**src/rtl/lacc_pkg.sv**
```systemverilog
`timescale 1ns / 1ps
// ----------------------------------------------------------------------------
// lacc_pkg
// Shared codes and types of the age-counter cache: operation codes, register
// map of the configuration port and the result flag group.
// ----------------------------------------------------------------------------
package lacc_pkg;

	localparam int CFG_W    = 5;
	localparam int PADDR_W  = 3;
	localparam int PDATA_W  = 32;
	localparam int SLOT_W   = 4;

	localparam logic OP_LOOKUP = 1'b0;
	localparam logic OP_INSERT = 1'b1;

	// register index, taken from paddr[2]
	localparam logic [0:0] REG_ENTRIES_IN_USE = 1'd0;

	typedef struct packed {
		logic hit;
		logic stored;
		logic evicted;
	} lacc_flags_t;

endpackage

```
**src/rtl/lacc_ram.sv**
```systemverilog
`timescale 1ns / 1ps
// ----------------------------------------------------------------------------
// lacc_ram
// Generic simple dual-port RAM: one write port, one read port with
// registered read data.
// ----------------------------------------------------------------------------
module lacc_ram #(
	parameter int WIDTH = 8,
	parameter int DEPTH = 16
) (
	input  logic                                   clk,
	input  logic                                   wr_en,
	input  logic [(DEPTH > 1 ? $clog2(DEPTH) : 1)-1:0] wr_addr,
	input  logic [WIDTH-1:0]                       wr_data,
	input  logic                                   rd_en,
	input  logic [(DEPTH > 1 ? $clog2(DEPTH) : 1)-1:0] rd_addr,
	output logic [WIDTH-1:0]                       rd_data
);

	logic [WIDTH-1:0] mem_q [DEPTH];

	always_ff @(posedge clk) begin
		if (wr_en) begin
			mem_q[wr_addr] <= wr_data;
		end
		if (rd_en) begin
			rd_data <= mem_q[rd_addr];
		end
	end

endmodule

```
**src/rtl/lacc_engine.sv**
```systemverilog
`timescale 1ns / 1ps
// ----------------------------------------------------------------------------
// lacc_engine
// Scan and update engine: walks the slots in use through the entry RAM,
// ages valid slots on insert, finds the match, the first free slot and the
// oldest slot, then writes back the target of a hit or a store.
// ----------------------------------------------------------------------------
module lacc_engine #(
	parameter int ENTRIES     = 16,
	parameter int KEY_WIDTH   = 32,
	parameter int VALUE_WIDTH = 32,
	parameter int AGE_WIDTH   = 16
) (
	input  logic                                       clk,
	input  logic                                       arst_n,
	input  logic                                       req_valid,
	output logic                                       req_ready,
	input  logic                                       req_op,
	input  logic [KEY_WIDTH-1:0]                       req_key,
	input  logic [VALUE_WIDTH-1:0]                     req_value,
	input  logic [$clog2(ENTRIES+1)-1:0]               req_n,
	output logic                                       res_valid,
	input  logic                                       res_ready,
	output lacc_pkg::lacc_flags_t                      res_flags,
	output logic [VALUE_WIDTH-1:0]                     res_data,
	output logic [KEY_WIDTH-1:0]                       res_ev_key,
	output logic [(ENTRIES > 1 ? $clog2(ENTRIES) : 1)-1:0] res_slot
);
	import lacc_pkg::*;

	localparam int CNT_W = $clog2(ENTRIES + 1);
	localparam int IDX_W = ENTRIES > 1 ? $clog2(ENTRIES) : 1;
	localparam int MEM_W = KEY_WIDTH + VALUE_WIDTH + AGE_WIDTH;
	localparam logic [AGE_WIDTH-1:0] AGE_ONE = AGE_WIDTH'(1);
	localparam logic [AGE_WIDTH-1:0] AGE_MAX = {AGE_WIDTH{1'b1}};

	localparam logic [1:0] ST_IDLE   = 2'd0;
	localparam logic [1:0] ST_SCAN   = 2'd1;
	localparam logic [1:0] ST_UPDATE = 2'd2;
	localparam logic [1:0] ST_RESP   = 2'd3;

	logic [1:0]             state_q;
	logic                   op_q;
	logic [KEY_WIDTH-1:0]   key_q;
	logic [VALUE_WIDTH-1:0] value_q;
	logic [CNT_W-1:0]       n_q;
	logic [CNT_W-1:0]       rd_cnt_q;
	logic                   vld_s1;
	logic [IDX_W-1:0]       idx_s1;
	logic                   found_q;
	logic [IDX_W-1:0]       match_idx_q;
	logic [VALUE_WIDTH-1:0] match_val_q;
	logic                   free_q;
	logic [IDX_W-1:0]       free_idx_q;
	logic [AGE_WIDTH-1:0]   old_age_q;
	logic [IDX_W-1:0]       old_idx_q;
	logic [KEY_WIDTH-1:0]   old_key_q;
	logic [ENTRIES-1:0]     valid_q;

	lacc_flags_t            flags_q;
	logic [VALUE_WIDTH-1:0] data_q;
	logic [KEY_WIDTH-1:0]   ev_key_q;
	logic [IDX_W-1:0]       slot_q;

	logic                   rd_en;
	logic [MEM_W-1:0]       rd_data;
	logic                   wr_en;
	logic [IDX_W-1:0]       wr_addr;
	logic [MEM_W-1:0]       wr_data;

	logic [KEY_WIDTH-1:0]   e_key;
	logic [VALUE_WIDTH-1:0] e_val;
	logic [AGE_WIDTH-1:0]   e_age;
	logic                   e_valid;
	logic [AGE_WIDTH-1:0]   e_aged;
	logic                   e_match;

	lacc_flags_t            upd_flags;
	logic                   upd_write;
	logic [IDX_W-1:0]       upd_idx;
	logic [VALUE_WIDTH-1:0] upd_val;
	logic [VALUE_WIDTH-1:0] upd_data;
	logic [KEY_WIDTH-1:0]   upd_ev_key;

	assign req_ready  = (state_q == ST_IDLE);
	assign res_valid  = (state_q == ST_RESP);
	assign res_flags  = flags_q;
	assign res_data   = data_q;
	assign res_ev_key = ev_key_q;
	assign res_slot   = slot_q;

	assign rd_en = (state_q == ST_SCAN) && (rd_cnt_q < n_q);

	assign e_age   = rd_data[AGE_WIDTH-1:0];
	assign e_val   = rd_data[AGE_WIDTH +: VALUE_WIDTH];
	assign e_key   = rd_data[AGE_WIDTH + VALUE_WIDTH +: KEY_WIDTH];
	assign e_valid = valid_q[idx_s1];
	assign e_aged  = (e_age == AGE_MAX) ? e_age : e_age + AGE_ONE;
	assign e_match = e_valid && (e_key == key_q);

	always_comb begin
		upd_flags  = '0;
		upd_write  = 1'b0;
		upd_idx    = match_idx_q;
		upd_val    = value_q;
		upd_data   = '0;
		upd_ev_key = '0;
		if (op_q == OP_LOOKUP) begin
			if (found_q) begin
				upd_flags.hit = 1'b1;
				upd_write     = 1'b1;
				upd_val       = match_val_q;
				upd_data      = match_val_q;
			end
		end else if (n_q != '0) begin
			upd_flags.stored = 1'b1;
			upd_write        = 1'b1;
			if (found_q) begin
				upd_flags.hit = 1'b1;
			end else if (free_q) begin
				upd_idx = free_idx_q;
			end else begin
				upd_flags.evicted = 1'b1;
				upd_ev_key        = old_key_q;
				upd_idx           = old_idx_q;
			end
		end
	end

	always_comb begin
		wr_en   = 1'b0;
		wr_addr = idx_s1;
		wr_data = {e_key, e_val, e_aged};
		if (state_q == ST_SCAN) begin
			wr_en = vld_s1 && e_valid && (op_q == OP_INSERT);
		end else if (state_q == ST_UPDATE) begin
			wr_en   = upd_write;
			wr_addr = upd_idx;
			wr_data = {key_q, upd_val, AGE_ONE};
		end
	end

	lacc_ram #(
		.WIDTH(MEM_W),
		.DEPTH(ENTRIES)
	) u_ram (
		.clk    (clk),
		.wr_en  (wr_en),
		.wr_addr(wr_addr),
		.wr_data(wr_data),
		.rd_en  (rd_en),
		.rd_addr(rd_cnt_q[IDX_W-1:0]),
		.rd_data(rd_data)
	);

	always_ff @(posedge clk or negedge arst_n) begin
		if (!arst_n) begin
			state_q  <= ST_IDLE;
			valid_q  <= '0;
			vld_s1   <= 1'b0;
			rd_cnt_q <= '0;
		end else begin
			vld_s1 <= rd_en;
			unique case (state_q)
				ST_IDLE: begin
					if (req_valid) begin
						rd_cnt_q <= '0;
						state_q  <= ST_SCAN;
					end
				end
				ST_SCAN: begin
					if (rd_en) begin
						rd_cnt_q <= rd_cnt_q + CNT_W'(1);
					end else if (!vld_s1) begin
						state_q <= ST_UPDATE;
					end
				end
				ST_UPDATE: begin
					if (upd_write) begin
						valid_q[upd_idx] <= 1'b1;
					end
					state_q <= ST_RESP;
				end
				ST_RESP: begin
					if (res_ready) begin
						state_q <= ST_IDLE;
					end
				end
				default: state_q <= ST_IDLE;
			endcase
		end
	end

	always_ff @(posedge clk) begin
		if (state_q == ST_IDLE && req_valid) begin
			op_q    <= req_op;
			key_q   <= req_key;
			value_q <= req_value;
			n_q     <= req_n;
			found_q <= 1'b0;
			free_q  <= 1'b0;
		end
		if (state_q == ST_SCAN && vld_s1) begin
			idx_s1 <= rd_cnt_q[IDX_W-1:0];
			if (e_match && !found_q) begin
				found_q     <= 1'b1;
				match_idx_q <= idx_s1;
				match_val_q <= e_val;
			end
			if (!e_valid && !free_q) begin
				free_q     <= 1'b1;
				free_idx_q <= idx_s1;
			end
			if (idx_s1 == '0 || e_aged > old_age_q) begin
				old_age_q <= e_aged;
				old_idx_q <= idx_s1;
				old_key_q <= e_key;
			end
		end else begin
			idx_s1 <= rd_cnt_q[IDX_W-1:0];
		end
		if (state_q == ST_UPDATE) begin
			flags_q  <= upd_flags;
			data_q   <= upd_data;
			ev_key_q <= upd_ev_key;
			slot_q   <= upd_write ? upd_idx : '0;
		end
	end

endmodule

```
**src/rtl/lru_age_counter_cache.sv**
```systemverilog
`timescale 1ns / 1ps
// ----------------------------------------------------------------------------
// lru_age_counter_cache
// Fully associative cache with one age counter per slot, least recently
// used replacement, APB register for the number of slots in use.
//
//   port group   direction  word contents (low bit first)
//   s_axis_*     in         tdata: key, value; tuser: operation
//   m_axis_*     out        tdata: hit, data, stored, evicted, evicted_key, slot
//   APB          in/out     reg 0 at 0x0: entries_in_use[4:0]
//
// Items are handled one at a time: the entry RAM is read once per slot in
// use, in sequence, the read pipeline drains, then the target slot is
// written back, the word is handed over and only then is the next item
// taken. A finished word waits in the output register while the next item is
// taken; a second finished word holds the engine and the input until the
// first drains. Reset clears all valid bits and the register at once; no
// clearing pass is needed.
// ----------------------------------------------------------------------------
module lru_age_counter_cache #(
	parameter int ENTRIES     = 16,
	parameter int KEY_WIDTH   = 32,
	parameter int VALUE_WIDTH = 32,
	parameter int AGE_WIDTH   = 16
) (
	input  logic                                   clk,
	input  logic                                   arst_n,
	input  logic                                   s_axis_tvalid,
	output logic                                   s_axis_tready,
	// key, value
	input  logic [((KEY_WIDTH + VALUE_WIDTH + 7) / 8) * 8 - 1:0] s_axis_tdata,
	// operation
	input  logic                                   s_axis_tuser,
	output logic                                   m_axis_tvalid,
	input  logic                                   m_axis_tready,
	// hit, data, stored, evicted, evicted_key, slot
	output logic [((VALUE_WIDTH + KEY_WIDTH + 7 + 7) / 8) * 8 - 1:0] m_axis_tdata,
	input  logic                                   psel,
	input  logic                                   penable,
	input  logic                                   pwrite,
	input  logic [lacc_pkg::PADDR_W-1:0]           paddr,
	input  logic [lacc_pkg::PDATA_W-1:0]           pwdata,
	output logic [lacc_pkg::PDATA_W-1:0]           prdata,
	output logic                                   pready
);
	import lacc_pkg::*;

	localparam int CNT_W = $clog2(ENTRIES + 1);
	localparam int IDX_W = ENTRIES > 1 ? $clog2(ENTRIES) : 1;
	localparam int OUT_W = ((VALUE_WIDTH + KEY_WIDTH + 7 + 7) / 8) * 8;

	logic [CFG_W-1:0]       entries_q;
	logic [CNT_W-1:0]       n_use;
	logic                   req_ready;
	logic                   res_valid;
	logic                   res_ready;
	lacc_flags_t            res_flags;
	logic [VALUE_WIDTH-1:0] res_data;
	logic [KEY_WIDTH-1:0]   res_ev_key;
	logic [IDX_W-1:0]       res_slot;
	logic [OUT_W-1:0]       out_word;
	logic                   m_valid_q;
	logic [OUT_W-1:0]       m_data_q;

	assign pready = 1'b1;
	assign prdata = (paddr[2:2] == REG_ENTRIES_IN_USE) ? PDATA_W'(entries_q) : '0;

	always_ff @(posedge clk or negedge arst_n) begin
		if (!arst_n) begin
			entries_q <= '0;
		end else if (psel && penable && pwrite && pready
				&& paddr[2:2] == REG_ENTRIES_IN_USE) begin
			entries_q <= pwdata[CFG_W-1:0];
		end
	end

	assign n_use = (int'(entries_q) > ENTRIES) ? CNT_W'(ENTRIES) : CNT_W'(entries_q);

	lacc_engine #(
		.ENTRIES    (ENTRIES),
		.KEY_WIDTH  (KEY_WIDTH),
		.VALUE_WIDTH(VALUE_WIDTH),
		.AGE_WIDTH  (AGE_WIDTH)
	) u_engine (
		.clk       (clk),
		.arst_n    (arst_n),
		.req_valid (s_axis_tvalid),
		.req_ready (req_ready),
		.req_op    (s_axis_tuser),
		.req_key   (s_axis_tdata[KEY_WIDTH-1:0]),
		.req_value (s_axis_tdata[KEY_WIDTH +: VALUE_WIDTH]),
		.req_n     (n_use),
		.res_valid (res_valid),
		.res_ready (res_ready),
		.res_flags (res_flags),
		.res_data  (res_data),
		.res_ev_key(res_ev_key),
		.res_slot  (res_slot)
	);

	assign s_axis_tready = req_ready;
	assign res_ready     = !m_valid_q || m_axis_tready;

	always_comb begin
		out_word                                        = '0;
		out_word[0]                                     = res_flags.hit;
		out_word[1 +: VALUE_WIDTH]                      = res_data;
		out_word[VALUE_WIDTH + 1]                       = res_flags.stored;
		out_word[VALUE_WIDTH + 2]                       = res_flags.evicted;
		out_word[VALUE_WIDTH + 3 +: KEY_WIDTH]          = res_ev_key;
		out_word[VALUE_WIDTH + KEY_WIDTH + 3 +: SLOT_W] = SLOT_W'(res_slot);
	end

	always_ff @(posedge clk or negedge arst_n) begin
		if (!arst_n) begin
			m_valid_q <= 1'b0;
		end else if (res_ready) begin
			m_valid_q <= res_valid;
		end
	end

	always_ff @(posedge clk) begin
		if (res_ready && res_valid) begin
			m_data_q <= out_word;
		end
	end

	assign m_axis_tvalid = m_valid_q;
	assign m_axis_tdata  = m_data_q;

endmodule

```
**config.mk**
```make
export PLATFORM = sky130hd
export DESIGN_NAME = lru_age_counter_cache
export DESIGN_NICKNAME = d
export VERILOG_FILES = /design/src/rtl/lacc_pkg.sv /design/src/rtl/lacc_ram.sv /design/src/rtl/lacc_engine.sv /design/src/rtl/lru_age_counter_cache.sv
export SDC_FILE = /design/constraint.sdc
export NUM_CORES = 2
export LEC_CHECK = 0
export ABC_CLOCK_PERIOD_IN_PS = 11600
export BUFFER_PORTS_ARGS = -buffer_cell sky130_fd_sc_hd__buf_4
export CAP_MARGIN = 15
export CELL_PAD_IN_SITES_DETAIL_PLACEMENT = 2
export CELL_PAD_IN_SITES_GLOBAL_PLACEMENT = 2
export CORE_AREA = 4 4 367 369
export DETAILED_ROUTE_END_ITERATION = 10
export DIE_AREA = 0 0 371 373
export PLACE_DENSITY_LB_ADDON = 0.05
export SETUP_SLACK_MARGIN = 0.3
export SLEW_MARGIN = 20
export SYNTH_ARGS = -nofsm -noshare
export SYNTH_HDL_FRONTEND = slang
export SYNTH_HIERARCHICAL = 1
export SYNTH_SLANG_ARGS = --single-unit
```
**constraint.sdc**
```tcl
create_clock -name clk -period 11.6 [get_ports clk]
set_input_delay 0.58 -clock clk [delete_from_list [all_inputs] [get_ports clk]]
set_output_delay 0.58 -clock clk [all_outputs]
set_load 0.1 [all_outputs]
```
---- Word-level counts from Yosys, hierarchy flattened ----
Memories as Yosys holds them, arrays and structs flattened. A register that Yosys moved wholly into a read port is not among the register bits.
Cells that the tools add are included.
storage, ports and cells
  bits in registers ....................... 340
  memory bits (writable) .................. 1280
  input bits .............................. 107
  output and inout port bits .............. 107
  logic and storage cells ................. 123
  memories kept ........................... 1
operators by class
  add/sub/neg operators ................... 2
  magnitude comparators ................... 6
  equality and inequality tests ........... 10
  multiplexer cells ....................... 41
  bitwise gates (word level) .............. 5
  reductions and logical operators ........ 32
memories
  name                  depth  width  read ports  clocked after memory_dff  wr ports  RTL line        source
  u_engine.u_ram.mem_q  16     80     1           1                         1         lacc_ram.sv:20  logic [WIDTH-1:0] mem_q [DEPTH];
operators with widths
  kind                                                   number
  two-way mux 80 bit                                     2
  two-way mux 32 bit                                     2
  == test 32 bit                                         1
  two-way mux 4 bit                                      6
  two-way mux 1 bit                                      18
  adder 16 x 1 -> 16 bit (second input constant)         1
  == test 16 bit (second input constant)                 1
  greater-than comparator 16 bit                         1
  two-way mux 16 bit                                     1
  OR 16 bit                                              1
  two-way mux 5 bit                                      3
  logical AND 1 bit                                      13
  < comparator 4 x 5 -> 1 bit (second input constant)    2
  one-hot mux 5 bit (2 select lines)                     1
  two-way mux 2 bit                                      4
  one-hot mux 2 bit (4 select lines)                     1
  AND reduction 2 bit                                    4
  != test 2 bit (second input constant)                  3
  adder 5 x 1 -> 5 bit (second input constant)           1
  greater-than comparator 5 bit (second input constant)  1
  < comparator 5 bit                                     1
  nonzero test 5 bit                                     1
  binary-select mux 1 bit (select 4 bit)                 1
  demux 1 bit (select 4 bit)                             1
  other kinds (16)                                       25

---- Depth between registers and ports, before layout ----
  word-level depth ........................ 9
  mapped depth ............................ 13
  gate-level depth less buffers ........... 12

---- Modules after synthesis ----
The synthesis kept the hierarchy.
modules (own cells, without submodules)
  module                 instances  cells an instance  area an instance (sq um)
  lacc_ram               1          2054               50223.2
  lacc_engine            1          849                11219.5
  lru_age_counter_cache  1          127                2678.8

---- Least setup slack after synthesis ----
No wires, ideal clock.
  path type ............................... register to register
  from .................................... register u_engine.state_q[0]
  to ...................................... memory u_engine/u_ram/mem_q[0][0] (netlist name), enable pin
  setup time .............................. 0.616 ns
  data arrival time ....................... 9.119 ns
  data required time ...................... 10.984 ns
  slack ................................... 1.865 ns
  cell stages (with the launch flop) ...... 9
  path buffers ............................ 2
  cells stage by stage .................... dfrtp_1 -> inv_1 -> ha_1 -> nand2b_1 -> clkbuf_1 -> clkbuf_1 -> o22ai_1 -> or3b_2 -> nor3_1
on the way
  longest elaborated chain between the ends .. 5
  elaborated cells on any way between the ends .. 8
  classes of those cells .................. eq/ne (2); mux (6)
ends and longest elaborated chain
  what                                       RTL line            source
  start, declared                            lacc_engine.sv:42   logic [1:0] state_q;
  start signal, assigned                     lacc_engine.sv:158  state_q <= ST_IDLE;
  start signal, assigned                     lacc_engine.sv:168  state_q <= ST_SCAN;
  start signal, assigned                     lacc_engine.sv:175  state_q <= ST_UPDATE;
  == test 2 bit                              lacc_engine.sv:136  end else if (state_q == ST_UPDATE) begin
  two-way mux 1 bit                          lacc_engine.sv:136
  two-way mux 1 bit *                        lacc_engine.sv:134  if (state_q == ST_SCAN) begin
  via u_engine.wr_en                         lacc_engine.sv:67   logic wr_en;
  two-way mux 1 bit *                        lacc_ram.sv:23      if (wr_en) begin
  two-way mux 1 bit (implied by the code) *  lacc_ram.sv:24      mem_q[wr_addr] <= wr_data;
  end, declared                              lacc_ram.sv:20
The timed path passes the listed nets; every way through them passes the cells marked *.

---- Final worst setup path ----
  from .................................... register u_engine.state_q[0]
  to ...................................... memory u_engine/u_ram/mem_q[15][62] (netlist name), enable pin
on the way
  elaborated cells on any way between the ends .. 8
  classes of those cells .................. eq/ne (2); mux (6)
RTL lines
  what                     RTL line            source
  == test 2 bit            lacc_engine.sv:136
  two-way mux 4 bit        lacc_engine.sv:136
  two-way mux 4 bit *      lacc_engine.sv:134
  via u_engine.wr_addr[1]  lacc_engine.sv:68   logic [IDX_W-1:0] wr_addr;
Marks and branches as above.

==> flow_metrics.py <==
metrics = {
    "outcome": {
        "run_status": "completed",
    },
    "power_and_ir_drop": {
        "p_leak_nw": 24.4,
        "power.total_mw": 21.3,
        "vdd_ir_drop_max_mv": 0.223,
        "p_per_area_nw_per_um2": 287,
    },
    "logic_synthesis": {
        "ys_warn_count": 6,
        "ys_top_cells_by_area": "edfxtp_1 78%, mux4_2 11%, a22oi_1 1.9%",
        "syn_inst": 3030,
        "muxShareOfSynthArea": 0.117,
        "synth_top_family_by_area": "multiplexers",
        "syn_avg_cell_area_sq_um": 21.2,
        "syn_area_sq_um": 64100,
        "synthArstFlopShare": 0.0176,
        "synthAdderAreaFrac": 0.00507,
        "synthTopCellsByCount": "1664 x edfxtp_1, 325 x mux4_2, 226 x nand2_1",
        "synth_flop_cell": "edfxtp_1",
        "ys_ff_latch": 1700,
        "synthDistinctLibCells": 60,
        "yosysTopAreaCellShare": 0.779,
        "ys_seq_area_frac": 0.793,
        "synth_top_area_cell": "edfxtp_1",
        "synth_xor_area_frac": 0.00574,
        "synth-compound-area-share": 0.0308,
        "synth-edff-count": 1664,
        "synth_most_common_cell": "edfxtp_1",
        "synthSimpleGateAreaFrac": 0.0331,
    },
    "setup_path": {
        "crit_family": "buffers and inverters",
        "critical_path_class": "register to register",
        "crit_start": "u_engine/state_q[0]$_DFFE_PN0P_",
        "path_cells": "inv_1, ha_4, nand2b_4, o21ai_0, nand2_1, nor2_4, buf_4, buf_4",
        "worst_r2r_endpoint": "u_engine/u_ram/mem_q[15][62]$_DFFE_PP_",
        "end_kind": "register",
        "cp_max_fo": 39,
        "slowest_delay_ns": 1.12,
        "regToRegSetupSlack_ns": 5.25,
        "worst_r2r_path_depth": 8,
        "crit_path_end": "u_engine/u_ram/mem_q[15][62]$_DFFE_PP_",
        "crit_arrival_ns": 6.78,
        "crit_top_cell": "buf_4",
        "cp.depth": 8,
        "startpoint_type": "register",
        "reg2reg_from": "u_engine/state_q[0]$_DFFE_PN0P_",
        "cpMaxStageDelayCell": "o21ai_0",
        "cp_data_required_time_ns": 12.03,
        "critPathBufInv": 3,
    },
    "sta": {
        "skew_ns": 0.0498,
        "finalHoldViolCount": 0,
        "worst_pin_slew_ns": 1.25,
        "slew_violations": 0,
        "grt_setup_unrepaired": "no",
        "setup_slack_ns": 5.25,
        "fin_tns_setup_ns": 0,
        "fmax_ghz": 0.157,
        "relSlewSlack": 0.161,
        "period_needed_ns": 6.35,
        "finalCritPeriodShare": 0.547,
        "setup_viol_count_final": 0,
        "holdWs_ns": 0.0902,
    },
    "global_route": {
        "grt-ovfl-total": 0,
        "grt_pass1_vias": 37470,
        "grt_pass1_wl_um": 312000,
        "grt_max_degree": 143,
        "track_usage": 0.322,
        "antenna_found_initial": 3,
    },
    "place": {
        "gp_congestion": 0.752,
        "post-place-ws_ns": 5.45,
        "placement.io_buffers": 155,
        "dp_hpwl_um": 109000,
        "placed_cell_area_sq_um": 67600,
        "dp_cells": 4884,
    },
    "clock_network": {
        "cts_buffers": 177,
        "path_clk_slew_ns": 0.07,
        "holdBufCountCts": 70,
        "htreeDepth": 4,
        "clock-sinks": 1700,
        "post_cts_resized": 0,
        "root_buffer": "clkbuf_16",
        "tritoncts": "done",
        "post_cts_buffers": 0,
        "clk_path_buf_depth": 3,
        "insertion_delay_ns": 0.84,
    },
    "floorplanning": {
        "core_sq_um": 131000,
        "start_util": 0.489,
        "die_w_um": 371,
        "fp.dieH_um": 373,
        "ios": 214,
        "die-area_sq_um": 138000,
        "row_count": 133,
    },
    "route": {
        "met1_length_um": 87000,
        "vias": 34201,
        "routed_wl_um": 221000,
        "drtPass1Iterations": 6,
        "dr.first_iter.drc_count": 4360,
        "wl_met3_um": 14500,
        "highest_layer": "met4",
        "ant_nets": 0,
        "drc": 0,
        "routedWlPerCell_um": 41.9,
        "via_per_inst": 6.48,
        "dr_wl_met2_um": 114000,
    },
    "final_layout": {
        "multi_input_area_sq_um": 12600,
        "fill_cells": 10828,
        "register_area_sq_um": 50800,
        "final_nets": 3514,
        "fin_area_sq_um": 74200,
        "post-route-util": 0.566,
        "syn_to_final_growth_pct": 15.8,
        "fin_cells": 5277,
        "drive_above_1_share": 0.255,
    },
    "job": {
        "maxCapViolCount": 0,
    },
    "hold_path": {
        "holdCritPathClass": "input port to register",
    },
}
layout make-up:
| class | instances | area share |
|---|---|---|
| Tap cell | 1755 | 0.0296 |
| Clock inverter | 93 | 0.0140 |
| Inverter | 28 | 0.00145 |
| Timing Repair Buffer | 312 | 0.0353 |
| Sequential cell | 1700 | 0.685 |
| Clock buffer | 226 | 0.0644 |
| Multi-Input combinational cell | 1162 | 0.170 |
| Antenna cell | 1 | 0.0000337 |
layout by cell type, fill, tap and decap left out, types with 9 or more instances in the layout:
master,count
a21o_1,13
a21oi_1,42
a22oi_1,160
and2_1,82
buf_4,233
bufinv_16,20
clkbuf_1,38
clkbuf_16,182
clkinv_1,26
clkinv_2,27
clkinvlp_4,9
conb_1,29
dfrtp_1,28
dlygate4sd3_1,70
edfxtp_1,1664
ha_1,25
inv_1,27
mux2_2,10
mux4_2,325
nand2_1,225
nand3_1,15
nand4_1,13
nor2_1,16
nor2_4,14
nor2b_1,12
o21ai_0,32
o21ai_2,9
xnor2_1,13
xor2_1,29
logic make-up (layout without fill, tap and decap cells):
kind of cell               count (synthesis)  in the layout
buffers and inverters                    195            659
and+or+nand+nor                          436            436
muxes                                    341            341
DFF                                     1700           1700
xor gates and xnor gates                  42             42
other                                      2             30
adders and majority gates                 26             26
AOI/OAI and AO/OA                        288            288
worst register-to-register path: cells and delay by family (launching register included):
kind,cells,cell delay (ns)
flip-flops,1,0.43
AND/OR/NAND/NOR,3,1.77
buffers and inverters,3,1.89
adder cells (fa/ha/maj),1,0.68
AO/OA/AOI/OAI,1,1.14
state kept, by name (all words and copies together) (netlist names), 2 cells and up:
signal	flops
u_engine/match_idx_q	4
u_engine/res_ev_key	32
u_engine/match_val_q	32
u_engine/u_ram/rd_data	80
entries_q	5
u_engine/res_slot	4
u_engine/n_q	5
u_engine/state_q	2
u_engine/value_q	32
u_engine/key_q	32
u_engine/valid_q	16
u_engine/rd_cnt_q	5
u_engine/old_age_q	16
u_engine/res_data	32
u_engine/idx_s1	4
u_engine/res_flags	3
m_axis_tdata	71
u_engine/free_idx_q	4
u_engine/u_ram/mem_q	1280
u_engine/old_idx_q	4
u_engine/old_key_q	32
report_power, final:
group / total (mW) / switching [mW] / internal [mW]
Sequential: 9.30 / 0.560 / 8.74
Clock: 6.03 / 2.66 / 3.37
Combinational: 5.94 / 4.24 / 1.70
Total: 21.3 / 7.46 / 13.8
per-layer routing:
metal | up-vias | GRT usage
li1 | 13027 | -
met1 | 19051 | 0.436
met2 | 1786 | 0.548
met3 | 337 | 0.0470
met4 | 0 | 0.0901
met5 | - | 0
worst min-delay path by stage:
| stage | startpoint | endpoint | slack, ns | cells after the start |
|---|---|---|---|---|
| finish | pwdata[0] | entries_q[0]$_DFFE_PN0P_ | 0.09 | 2 |
| global route | pwdata[0] | entries_q[0]$_DFFE_PN0P_ | 0.05 | 2 |
| CTS | pwdata[0] | entries_q[0]$_DFFE_PN0P_ | 0.009 | 2 |
| detailed placement | u_engine/res_ev_key[4]$_SDFFCE_PP0P_ | m_axis_tdata[39]$_DFFE_PP_ | 0.41 | 0 |
| global placement | u_engine/res_flags[0]$_SDFFCE_PP0P_ | m_axis_tdata[34]$_DFFE_PP_ | 0.40 | 0 |
| floorplan | arst_n | entries_q[0]$_DFFE_PN0P_ | 0.28 | 0 |
No activity file was read; power rests on OpenSTA's default activity.
